<file path="config.mk">
export PLATFORM = sky130hd
export DESIGN_NAME = sorted_event_table
export DESIGN_NICKNAME = d
export VERILOG_FILES = /design/src/rtl/sot_pkg.sv /design/src/rtl/sot_mem.sv /design/src/rtl/sot_seq.sv /design/src/rtl/sorted_event_table.sv
export VERILOG_INCLUDE_DIRS = /design/src /design/src/rtl
export SDC_FILE = /design/constraint.sdc
export NUM_CORES = 2
export LEC_CHECK = 0
export BUFFER_PORTS_ARGS = -buffer_cell sky130_fd_sc_hd__buf_2
export CAP_MARGIN = 30
export CORE_MARGIN = 3
export CORE_UTILIZATION = 30
export DETAILED_ROUTE_END_ITERATION = 6
export GPL_TIMING_DRIVEN = 0
export SYNTH_ARGS = -nofsm -noshare
export SYNTH_HDL_FRONTEND = slang
export SYNTH_SLANG_ARGS = --single-unit
</file>
<file path="constraint.sdc">
create_clock -name clk_i -period 9 [get_ports clk_i]
set_input_delay 2.7 -clock clk_i [delete_from_list [all_inputs] [get_ports clk_i]]
set_output_delay 2.7 -clock clk_i [all_outputs]
set_load 0.01 [all_outputs]
</file>
<file path="src/rtl/assert_macros.svh">
// Assertion helpers shared by the RTL; empty when synthesizing.
`ifndef ASSERT_MACROS_SVH
`define ASSERT_MACROS_SVH

`ifndef SYNTHESIS

// Check a property on the rising clock, off while reset is asserted.
`define SOT_ASSERT(name, prop) \
  name: assert property (@(posedge clk_i) disable iff (!rst_ni) (prop)) \
    else $error("assertion failed");

// Same check with a message of its own.
`define SOT_ASSERT_MSG(name, prop, msg) \
  name: assert property (@(posedge clk_i) disable iff (!rst_ni) (prop)) \
    else $error(msg);

`else

`define SOT_ASSERT(name, prop)
`define SOT_ASSERT_MSG(name, prop, msg)

`endif

`endif

</file>
<file path="src/rtl/sot_pkg.sv">
package sot_pkg;

  // Key weight of the time stamp: key = package + KeyScale * time
  localparam logic [16:0] KeyScale = 17'd100000;

  typedef enum logic [1:0] {
    MODE_INSERT = 2'd0,
    MODE_UPDATE = 2'd1,
    MODE_QUERY  = 2'd2
  } mode_e;

  typedef enum logic [1:0] {
    STATUS_OK        = 2'd0,
    STATUS_FULL      = 2'd1,
    STATUS_NOT_FOUND = 2'd2
  } status_e;

  typedef enum logic [2:0] {
    S_IDLE,
    S_RM_SCAN,
    S_INS_START,
    S_INS_SCAN,
    S_RESP,
    S_Q_CNT,
    S_Q_CNT_OUT,
    S_Q_RPT
  } state_e;

  // One stored table entry
  typedef struct packed {
    logic [36:0] key;
    logic [16:0] pkg;
    logic [19:0] stamp;
    logic        is_reg;
  } entry_t;

  // One request as taken from the input channel
  typedef struct packed {
    mode_e       mode;
    logic [16:0] pkg;
    logic [19:0] stamp;
    logic        is_reg;
    logic [19:0] qtime;
  } req_t;

  // One result item
  typedef struct packed {
    logic        kind;
    status_e     status;
    logic [5:0]  count;
    logic [16:0] pkg;
    logic [19:0] stamp;
    logic        is_reg;
    logic        last;
  } out_item_t;

endpackage

</file>
<file path="src/rtl/sot_mem.sv">
module sot_mem import sot_pkg::*; #(
  parameter int Depth = 32,
  parameter int IdxW  = 5
) (
  input  logic            clk_i,
  input  logic            wr_en_i,
  input  logic [IdxW-1:0] wr_addr_i,
  input  entry_t          wr_data_i,
  input  logic            rd_en_i,
  input  logic [IdxW-1:0] rd_addr_i,
  output entry_t          rd_data_o
);

  entry_t mem_q [Depth];
  entry_t rd_data_q;

  // Write port
  always_ff @(posedge clk_i) begin
    if (wr_en_i) begin
      mem_q[wr_addr_i] <= wr_data_i;
    end
  end

  // Registered read port, holds its data while not enabled
  always_ff @(posedge clk_i) begin
    if (rd_en_i) begin
      rd_data_q <= mem_q[rd_addr_i];
    end
  end

  assign rd_data_o = rd_data_q;

endmodule

</file>
<file path="src/rtl/sot_seq.sv">
module sot_seq import sot_pkg::*; #(
  parameter int Depth = 32,
  parameter int IdxW  = 5,
  parameter int OccW  = 6
) (
  input  logic            clk_i,
  input  logic            rst_ni,
  // request side
  input  logic            req_valid_i,
  input  req_t            req_i,
  output logic            req_ready_o,
  // result side
  input  logic            out_free_i,
  output logic            out_push_o,
  output out_item_t       out_item_o,
  // table memory
  output logic            mem_we_o,
  output logic [IdxW-1:0] mem_waddr_o,
  output entry_t          mem_wdata_o,
  output logic            mem_re_o,
  output logic [IdxW-1:0] mem_raddr_o,
  input  entry_t          mem_rdata_i
);

  state_e          state_q, state_d;
  logic [IdxW-1:0] idx_q, idx_d;
  logic [OccW-1:0] occ_q, occ_d;
  logic [OccW-1:0] cnt_q, cnt_d;
  logic            found_q, found_d;
  status_e         status_q, status_d;
  req_t            req_q;
  logic [36:0]     key_q;
  logic [36:0]     key_prod;
  logic            accept;
  logic            at_last;
  logic            hit;
  logic            in_range;
  entry_t          new_entry;

  assign accept   = req_valid_i && (state_q == S_IDLE);
  assign key_prod = 37'(req_i.stamp) * 37'(KeyScale);
  assign at_last  = ((OccW'(idx_q) + 1'b1) == occ_q);
  assign hit      = (mem_rdata_i.pkg == req_q.pkg) && !mem_rdata_i.is_reg;
  assign in_range = (mem_rdata_i.stamp <= req_q.qtime);

  assign new_entry = '{key: key_q, pkg: req_q.pkg, stamp: req_q.stamp,
                       is_reg: req_q.is_reg};

  // Capture the request and its sort key
  always_ff @(posedge clk_i) begin
    if (accept) begin
      req_q <= req_i;
      key_q <= 37'(req_i.pkg) + key_prod;
    end
  end

  always_ff @(posedge clk_i or negedge rst_ni) begin
    if (!rst_ni) begin
      state_q  <= S_IDLE;
      idx_q    <= '0;
      occ_q    <= '0;
      cnt_q    <= '0;
      found_q  <= 1'b0;
      status_q <= STATUS_OK;
    end else begin
      state_q  <= state_d;
      idx_q    <= idx_d;
      occ_q    <= occ_d;
      cnt_q    <= cnt_d;
      found_q  <= found_d;
      status_q <= status_d;
    end
  end

  // Sequencer: one table entry through the compare unit per cycle while the result side does not stall
  always_comb begin
    state_d     = state_q;
    idx_d       = idx_q;
    occ_d       = occ_q;
    cnt_d       = cnt_q;
    found_d     = found_q;
    status_d    = status_q;
    mem_we_o    = 1'b0;
    mem_waddr_o = idx_q;
    mem_wdata_o = new_entry;
    mem_re_o    = 1'b0;
    mem_raddr_o = '0;
    out_push_o  = 1'b0;
    out_item_o  = '{kind: 1'b0, status: STATUS_OK, count: '0, pkg: '0,
                    stamp: '0, is_reg: 1'b0, last: 1'b1};

    unique case (state_q)
      S_IDLE: begin
        if (req_valid_i) begin
          found_d = 1'b0;
          idx_d   = '0;
          cnt_d   = '0;
          unique case (req_i.mode)
            MODE_INSERT: state_d = S_INS_START;
            MODE_UPDATE: begin
              if (occ_q == '0) begin
                state_d = S_INS_START;
              end else begin
                mem_re_o = 1'b1;
                state_d  = S_RM_SCAN;
              end
            end
            MODE_QUERY: begin
              if (occ_q == '0) begin
                state_d = S_Q_CNT_OUT;
              end else begin
                mem_re_o = 1'b1;
                state_d  = S_Q_CNT;
              end
            end
            default: state_d = S_IDLE;
          endcase
        end
      end

      // Find the first removable entry, then close the gap behind it
      S_RM_SCAN: begin
        if (found_q) begin
          mem_we_o    = 1'b1;
          mem_waddr_o = idx_q - 1'b1;
          mem_wdata_o = mem_rdata_i;
        end
        found_d = found_q || hit;
        if (at_last) begin
          if (found_q || hit) begin
            occ_d = occ_q - 1'b1;
          end
          state_d = S_INS_START;
        end else begin
          idx_d       = idx_q + 1'b1;
          mem_re_o    = 1'b1;
          mem_raddr_o = idx_q + 1'b1;
        end
      end

      S_INS_START: begin
        if (occ_q == OccW'(Depth)) begin
          status_d = STATUS_FULL;
          state_d  = S_RESP;
        end else begin
          if ((req_q.mode == MODE_UPDATE) && !found_q) begin
            status_d = STATUS_NOT_FOUND;
          end else begin
            status_d = STATUS_OK;
          end
          idx_d = IdxW'(occ_q);
          if (occ_q == '0) begin
            mem_we_o    = 1'b1;
            mem_waddr_o = '0;
            occ_d       = occ_q + 1'b1;
            state_d     = S_RESP;
          end else begin
            mem_re_o    = 1'b1;
            mem_raddr_o = IdxW'(occ_q - 1'b1);
            state_d     = S_INS_SCAN;
          end
        end
      end

      // Walk down from the top, shifting larger keys up by one slot
      S_INS_SCAN: begin
        mem_we_o = 1'b1;
        if ((idx_q == '0) || (mem_rdata_i.key <= key_q)) begin
          occ_d   = occ_q + 1'b1;
          state_d = S_RESP;
        end else begin
          mem_wdata_o = mem_rdata_i;
          idx_d       = idx_q - 1'b1;
          mem_re_o    = (idx_q > IdxW'(1));
          mem_raddr_o = idx_q - IdxW'(2);
        end
      end

      S_RESP: begin
        if (out_free_i) begin
          out_push_o        = 1'b1;
          out_item_o.status = status_q;
          state_d           = S_IDLE;
        end
      end

      // Count entries at or below the query time
      S_Q_CNT: begin
        if (in_range) begin
          cnt_d = cnt_q + 1'b1;
        end
        if (at_last) begin
          state_d = S_Q_CNT_OUT;
        end else begin
          idx_d       = idx_q + 1'b1;
          mem_re_o    = 1'b1;
          mem_raddr_o = idx_q + 1'b1;
        end
      end

      S_Q_CNT_OUT: begin
        if (out_free_i) begin
          out_push_o       = 1'b1;
          out_item_o.count = 6'(cnt_q);
          out_item_o.last  = (cnt_q == '0);
          if (cnt_q == '0) begin
            state_d = S_IDLE;
          end else begin
            idx_d    = '0;
            mem_re_o = 1'b1;
            state_d  = S_Q_RPT;
          end
        end
      end

      // Report matching entries; cnt_q counts the ones still to go
      S_Q_RPT: begin
        if (!in_range || out_free_i) begin
          if (in_range) begin
            out_push_o        = 1'b1;
            out_item_o.kind   = 1'b1;
            out_item_o.pkg    = mem_rdata_i.pkg;
            out_item_o.stamp  = mem_rdata_i.stamp;
            out_item_o.is_reg = mem_rdata_i.is_reg;
            out_item_o.last   = (cnt_q == OccW'(1));
            cnt_d             = cnt_q - 1'b1;
          end
          if (in_range && (cnt_q == OccW'(1))) begin
            state_d = S_IDLE;
          end else begin
            idx_d       = idx_q + 1'b1;
            mem_re_o    = 1'b1;
            mem_raddr_o = idx_q + 1'b1;
          end
        end
      end

      default: state_d = S_IDLE;
    endcase
  end

  assign req_ready_o = (state_q == S_IDLE);

endmodule

</file>
<file path="src/rtl/sorted_event_table.sv">
// Channel   Dir  Width  Contents
// s_axis    in   64+2   one request: insert, update or query
// m_axis    out  48+1   status, count or reported entry; tlast on the final one
//
// Insert: a scan down from the top shifts each larger key up; no scan if empty or full.
// Update: one pass over the table to remove, then the insert.
// Query: a count pass and a report pass over the table. Table entries are read
// one per cycle while the output does not stall.
// Reset empties the table at once; no clearing pass. The input is not ready
// while an item is at work; an output stall only holds the sequencer.
`include "assert_macros.svh"

module sorted_event_table import sot_pkg::*; #(
  parameter int TABLE_DEPTH = 32
) (
  input  logic        clk_i,
  input  logic        rst_ni,
  input  logic        s_axis_tvalid,
  output logic        s_axis_tready,
  // [16:0] package_id, [36:17] event_time, [37] is_registration,
  // [57:38] query_time, [63:58] zero
  input  logic [63:0] s_axis_tdata,
  // [1:0] mode
  input  logic [1:0]  s_axis_tuser,
  output logic        m_axis_tvalid,
  input  logic        m_axis_tready,
  // [1:0] status, [7:2] match_count, [24:8] entry_package,
  // [44:25] entry_stamp, [45] entry_is_registration, [47:46] zero
  output logic [47:0] m_axis_tdata,
  // [0] kind
  output logic        m_axis_tuser,
  output logic        m_axis_tlast
);

  localparam int IdxW = (TABLE_DEPTH > 1) ? $clog2(TABLE_DEPTH) : 1;
  localparam int OccW = $clog2(TABLE_DEPTH + 1);

  req_t            req;
  logic            out_free;
  logic            out_push;
  out_item_t       out_item;
  logic            out_valid_q;
  out_item_t       out_item_q;
  logic            mem_we;
  logic [IdxW-1:0] mem_waddr;
  entry_t          mem_wdata;
  logic            mem_re;
  logic [IdxW-1:0] mem_raddr;
  entry_t          mem_rdata;

  // Unpack the request transaction
  assign req.mode   = mode_e'(s_axis_tuser);
  assign req.pkg    = s_axis_tdata[16:0];
  assign req.stamp  = s_axis_tdata[36:17];
  assign req.is_reg = s_axis_tdata[37];
  assign req.qtime  = s_axis_tdata[57:38];

  sot_seq #(
    .Depth (TABLE_DEPTH),
    .IdxW  (IdxW),
    .OccW  (OccW)
  ) u_seq (
    .clk_i       (clk_i),
    .rst_ni      (rst_ni),
    .req_valid_i (s_axis_tvalid),
    .req_i       (req),
    .req_ready_o (s_axis_tready),
    .out_free_i  (out_free),
    .out_push_o  (out_push),
    .out_item_o  (out_item),
    .mem_we_o    (mem_we),
    .mem_waddr_o (mem_waddr),
    .mem_wdata_o (mem_wdata),
    .mem_re_o    (mem_re),
    .mem_raddr_o (mem_raddr),
    .mem_rdata_i (mem_rdata)
  );

  sot_mem #(
    .Depth (TABLE_DEPTH),
    .IdxW  (IdxW)
  ) u_mem (
    .clk_i     (clk_i),
    .wr_en_i   (mem_we),
    .wr_addr_i (mem_waddr),
    .wr_data_i (mem_wdata),
    .rd_en_i   (mem_re),
    .rd_addr_i (mem_raddr),
    .rd_data_o (mem_rdata)
  );

  // Output register: free when empty or being drained this cycle
  assign out_free = !out_valid_q || m_axis_tready;

  always_ff @(posedge clk_i or negedge rst_ni) begin
    if (!rst_ni) begin
      out_valid_q <= 1'b0;
    end else if (out_push) begin
      out_valid_q <= 1'b1;
    end else if (m_axis_tready) begin
      out_valid_q <= 1'b0;
    end
  end

  always_ff @(posedge clk_i) begin
    if (out_push) begin
      out_item_q <= out_item;
    end
  end

  // Pack the result transaction
  assign m_axis_tvalid = out_valid_q;
  assign m_axis_tuser  = out_item_q.kind;
  assign m_axis_tlast  = out_item_q.last;
  assign m_axis_tdata  = {2'b00, out_item_q.is_reg, out_item_q.stamp, out_item_q.pkg,
                          out_item_q.count, out_item_q.status};

  `SOT_ASSERT_MSG(a_push_into_free, out_push |-> out_free, "result pushed over a held one")
  `SOT_ASSERT(a_no_push_idle, s_axis_tready |-> !out_push)
  `SOT_ASSERT(a_count_nz, (out_push && !out_item.kind && !out_item.last) |-> |out_item.count)

endmodule
</file>
# [After elaboration in Yosys (flattened, before gate mapping)]
# Memory sizes are Yosys's and may differ from the RTL's. A register that Yosys moved wholly into a read port is not among the register bits.
# Cells that the tools add are included.
[op_classes] eq_ne=31 n_reduce_logical=33 mux=80 order_cmp=3 multipliers=1 n_addsub=9
[ops] operator="2-to-1 mux 75 bit" n=2
[ops] operator="case mux 75 bit (2 select lines)" n=1
[ops] operator="2-to-1 mux 5 bit" n=17
[ops] operator="2-to-1 mux 6 bit" n=9
[ops] operator="adder 17 x 37 -> 37 bit" n=1
[ops] operator="<= comparator 37 bit" n=1
[ops] operator="case mux 6 bit (3 select lines)" n=2
[ops] operator="2-to-1 mux 3 bit" n=11
[ops] operator="multiplier 20 x 12 -> 32 bit, second input constant" n=1
[ops] operator="case mux 5 bit (6 select lines)" n=1
[ops] operator="2-to-1 mux 1 bit" n=24
[ops] operator="case mux 3 bit (8 select lines)" n=1
[ops] operator="inequality test 2 x 1 -> 1 bit, second input constant" n=11
[ops] operator="<= comparator 20 bit" n=1
[ops] operator="case mux 5 bit (4 select lines)" n=1
[ops] operator="equality test 17 bit" n=1
[ops] operator="adder 6 x 1 -> 6 bit, second input constant" n=2
[ops] operator="equality test 3 bit, second input constant" n=4
[ops] operator="logical NOT 6 bit" n=2
[ops] operator="inequality test 2 bit, second input constant" n=6
[ops] operator="subtractor 6 x 1 -> 6 bit, second input constant" n=2
[ops] operator="case mux 5 bit (2 select lines)" n=1
[ops] operator="case mux 3 bit (3 select lines)" n=1
[ops] operator="AND reduction 9 bit" n=1
[ops] operator="31 further kinds" n=53
[totals] ramBits=2400 n_memories=1 output_inout_bits=52 ff_bits=169 word_cells=178
[mem_list] memory="u_mem.mem_q" depth=32 width=75 rd=1 rd_ports_with_merged_regs=1 write_ports=1 line="sot_mem.sv:14" rtl="entry_t mem_q [Depth];"

# [Logic depth before layout (Yosys ltp)]
[logic_depth] depth_word=6 depth_mapped=22 depth_no_buf=21

# [Modules after synthesis]
# From an unflattened synthesis, not the netlist that was laid out.
[hier_totals] cells_unflattened=6000 area_unflattened_um2=108586.6
[modules_own_cells] module="sot_mem" cells_each=4384 instances=1 area_each_um2=93553.5 seq_area_each_um2=74321.3
[modules_own_cells] module="sot_seq" cells_each=1562 instances=1 area_each_um2=13525.5 seq_area_each_um2=3338.2
[modules_own_cells] module="sorted_event_table" cells_each=54 instances=1 area_each_um2=1507.7 seq_area_each_um2=1466.4

# [Worst setup path after synthesis]
# OpenSTA, ideal clock, no wires.
[synth_path] path_type="input to register" start="input port s_axis_tvalid" end="register, netlist name u_mem.rd_data_o[0]" n_path_buf=0 setup_slack_ns=0.866 t_arrival_ns=7.522 required_ns=8.388 stages=6 cell_sequence="nand2_1 -> inv_1 -> nand2_1 -> a21oi_1 -> nor3b_1 -> o21ai_0"
[synth_between] elab_chain_cells=2
[synth_rtl] item="start: declaration" line="sorted_event_table.sv:18" rtl="input logic s_axis_tvalid,"
[synth_rtl] item="2-to-1 mux 1 bit" line="sot_seq.sv:94" rtl="if (req_valid_i) begin"
[synth_rtl] item="case mux 1 bit (6 select lines)" line="sot_seq.sv:92" rtl="unique case (state_q)"
[synth_rtl] item="via mem_re" line="sorted_event_table.sv:47" rtl="logic mem_re;"
# The timed path passes the listed nets, and every way through them passes these cells.
# A chain may end at the register's enable or synchronous reset.

# [Final worst setup path]
[layout_path] start="input port s_axis_tdata[18]" end="register u_seq.key_q[24], data pin"
[layout_between] elab_chain_cells=2
[layout_rtl] item="start: declaration" line="sorted_event_table.sv:22" rtl="input logic [63:0] s_axis_tdata,"
[layout_rtl] item="multiplier 20 x 12 -> 32 bit" line="sot_seq.sv:41" rtl="assign key_prod = 37'(req_i.stamp) * 37'(KeyScale);"
[layout_rtl] item="adder 17 x 37 -> 37 bit" line="sot_seq.sv:53" rtl="key_q <= 37'(req_i.pkg) + key_prod;"
[layout_rtl] item="end signal: assignment" line="sot_seq.sv:53"
[layout_rtl] item="end: declaration" line="sot_seq.sv:32" rtl="logic [36:0] key_q;"
# Every way passes these cells.

==> metrics.yaml <==
hold_path:
  hold_class: "reg2reg"
  hp-start: "u_seq.status_q[0]"
  hold_depth: 2
  holdPathEnd: "u_seq.status_q[0]"
synthesis:
  netlist_instances: 7867
  synth-seq-area-share_pct: 72.7
  synth_edf_count: 2615
  yosys.area.top_type: "edfxtp_1"
  synth.area.top_cells: "edfxtp_1, nand2_1, ha_1"
  synth_top_family_by_area: "simple AND/OR/NAND/NOR gates"
  synth_top_cell_area_share_pct: 72.2
  synthAdderAreaFrac_pct: 3.37
  synth-compound-area-share_pct: 5.10
  synth_mux_area_share_pct: 3.44
  yosys.area_share.simple_pct: 12.1
  synth_cell_type_count: 89
  synth.avg_cell_area_um2: 13.8
  syn_area_um2: 109000
  synth_common_cells: "edfxtp_1, nand2_1, nand3_1, a21oi_1, clkbuf_1"
  yosysWarnings: 0
  synthXorXnorAreaFrac_pct: 0.842
  dominantRegCellSynth: "edfxtp_1"
  synth_async_sr_flop_share_pct: 0.909
  synth.most_common_cell: "edfxtp_1"
  ys_seq_elements: 2639
worst_setup_path:
  start_kind: "primary input"
  reg2reg_depth: 15
  r2r_slack_ns: 1.17
  cp_common_cell: "ha_1"
  slowest_delay_ns: 0.85
  cp_slowest_cell: "xor2_1"
  rr_startpoint: "u_seq.key_q[26]"
  worstPathCellList: "buf_2 -> ha_1 -> nand2_1 -> xnor2_1 -> ha_1 -> ha_1 -> inv_1 -> fa_1 -> inv_1 -> ha_1 -> a21o_1 -> a21oi_1 -> xnor2_1 -> ha_1 -> and3_1 -> a21oi_1 -> o21ai_0 -> or4_1 -> nand4_1 -> nor2_1 -> xor2_1"
  r2r-end: "u_mem.rd_data_o[11]"
  endpoint_kind: "register"
  crit_type: "in2reg"
  worstPathRequired_ns: 9.50
  worst_ep_arrival_time_ns: 9.02
  cp_max_fo: 7
grt:
  grt_max_degree: 51
  grt_pass1_wl_mm: 512
  grt-ovfl-total: 0
  gr-usage-all-layers_pct: 19.2
  antenna_found_initial: 27
  grt_pass1_vias: 68704
placement:
  hpwl_mm: 262
  placedCellCount: 12972
  io_buffers: 113
  preCtsSetupSlack_ns: -0.284
  gp_congestion: 0.907
  dpl_cell_area_um2: 120000
drt:
  wl_per_cell_um: 27.3
  drc: 1
  drt-initial-drc-count: 10149
  firstDrtPassIters: 7
  ant_nets: 0
  vias: 71046
  drt_wl_total_mm: 369
  routed_via_density: 5.27
clocking:
  cts_resized: 0
  path_clk_slew_ns: 0.06
  cts-root-buf: "clkbuf_16"
  htree_num_levels: 5
  cts_made_buffers: 272
  cts_tree: "built"
  clock_path_buffers: 4
  clk-insertion-delay-late_ns: 0.89
  postCtsHoldBufs: 0
  post_cts_buffers: 0
  cts_sinks: 2639
sta:
  period_share_pct: 94.7
  worst_pin_slew_ns: 1.11
  period_needed_ns: 8.52
  relSlewSlack_pct: 24.2
  hold_violations: 0
  finalClockSkew_ns: 0.0870
  fmaxAchievable_mhz: 117
  drv_slew: 0
  finalSetupViolCount: 0
  setup_slack_ns: 0.481
  setup_tns_ns: 0
  rsz0062_at_grt: "false"
  hold_ws_ns: 0.474
finish:
  fillerInstances: 33978
  area_growth_pct: 18.8
  final_core_util_pct: 35.9
  final_area_um2: 129000
  nNetsFinal: 8826
  instances_no_fill: 13482
  layout-drive-gt1-share_pct: 12.1
power_and_ir_drop:
  swShare_pct: 43.9
  power_density_nw_per_um2: 403
  p_leak_nw: 44.3
  p_seq_share_pct: 31.9
  internal_power_mw: 29.2
  p_comb_share_pct: 46.4
  clkPwrFrac_pct: 21.7
  vdd_drop_max_mv: 0.392
  power_mw: 52.0
  p_sw_mw: 22.9
floorplan:
  die_h_um: 608
  placementRows: 220
  io_pins: 122
  die_area_um2: 370000
  coreArea_um2: 360000
  initial_core_util_pct: 30.2
  die_w_um: 608
run:
  maxCapViolCount: 0
status:
  status: "complete, but fails checks"
  violations: "DRC"
==> critical path, delay by kind of cell <==
kind	cells	cell delay [ns]
and+or+nand+nor	5	1.52
adders and majority gates	6	2.11
AOI/OAI and AO/OA	4	0.49
xor gates and xnor gates	3	1.76
buffers and inverters	3	0.41
==> cells by family (layout without fill, tap and decap cells) <==
kind of cell,Yosys count,count (layout)
simple gates,3037,3037
flops,2639,2639
compound gates,895,895
buf+inv,635,1462
mux,296,296
fa+ha+maj,262,262
xor+xnor,102,102
other cells,1,16
==> cell usage in the layout (no fill, tap or decap), types with 47 or more instances in the layout <==
master and count:
clkinv_1 50, buf_16 57, ha_1 210, a2111oi_0 63
mux4_2 61, nand4_1 223, edfxtp_1 2615, buf_12 105
buf_8 58, xnor2_1 61, nor3_1 85, and2_1 54
clkbuf_1 294, o22ai_1 76, nor2_1 60, buf_2 243
clkbuf_16 279, nand3_1 492, mux2i_1 229, fa_1 52
inv_1 213, a31oi_1 146, nand2_1 1977, a21oi_1 342
o21ai_0 60, clkinv_2 47
==> area by class of cell <==
| class | count | area, µm² | area share [%] |
|---|---|---|---|
| Multi-Input combinational cell | 4594 | 27500 | 21.3 |
| Sequential cell | 2639 | 79100 | 61.2 |
| Inverter | 214 | 806 | 0.624 |
| Clock buffer | 325 | 7150 | 5.54 |
| Buffer | 421 | 1830 | 1.42 |
| Timing Repair Buffer | 352 | 5230 | 4.04 |
| Antenna cell | 14 | 35.0 | 0.0271 |
| Tap cell | 4773 | 5970 | 4.62 |
| Clock inverter | 150 | 1540 | 1.20 |
==> how the worst max path moves through the flow <==
stage                                start                  end  slack [ns]  cells after the start
after global routing      s_axis_tdata[18]      u_seq.key_q[24]        0.47                     21
after CTS                 s_axis_tdata[18]      u_seq.key_q[24]        0.58                     21
after detailed placement  s_axis_tdata[18]      u_seq.key_q[24]       -0.28                     21
after floorplan              s_axis_tvalid   u_mem.rd_data_o[0]        0.87                      6
final                     s_axis_tdata[18]      u_seq.key_q[24]        0.48                     21
after global placement     u_seq.key_q[26]  u_mem.rd_data_o[50]       -8.33                      8
==> power by group through the flow <==
stage	Clock [mW]	Sequential [mW]	Combinational (mW)
after floorplan	0	16.8	12.1
after global placement	0	17.2	21.6
after detailed placement	0	16.8	23.3
after CTS	11.4	16.6	23.5
after global routing	11.9	16.6	25.2
final	11.3	16.6	24.1
==> sequential cells by signal (all words and copies together), names as in the netlist, 2 cells and up <==
register	flops
u_seq.occ_q	6
u_seq.new_entry	33
u_seq.req_q	22
m_axis_tdata	46
u_seq.idx_q	5
u_seq.cnt_q	6
u_seq.key_q	37
u_mem.mem_q	2400
u_seq.status_q	2
u_mem.rd_data_o	75
u_seq.state_q	3
==> metal layers <==
metal | wire length [µm] | GRT usage, % | up-vias
met3 | 39600 | 4.35 | 824
met5 | 150 | 0 | -
li1 | - | - | 30402
met4 | 25200 | 11.4 | 10
met2 | 169000 | 30.6 | 4300
met1 | 134000 | 23.9 | 35510
Note: power is estimated with default switching activity, not from simulation.
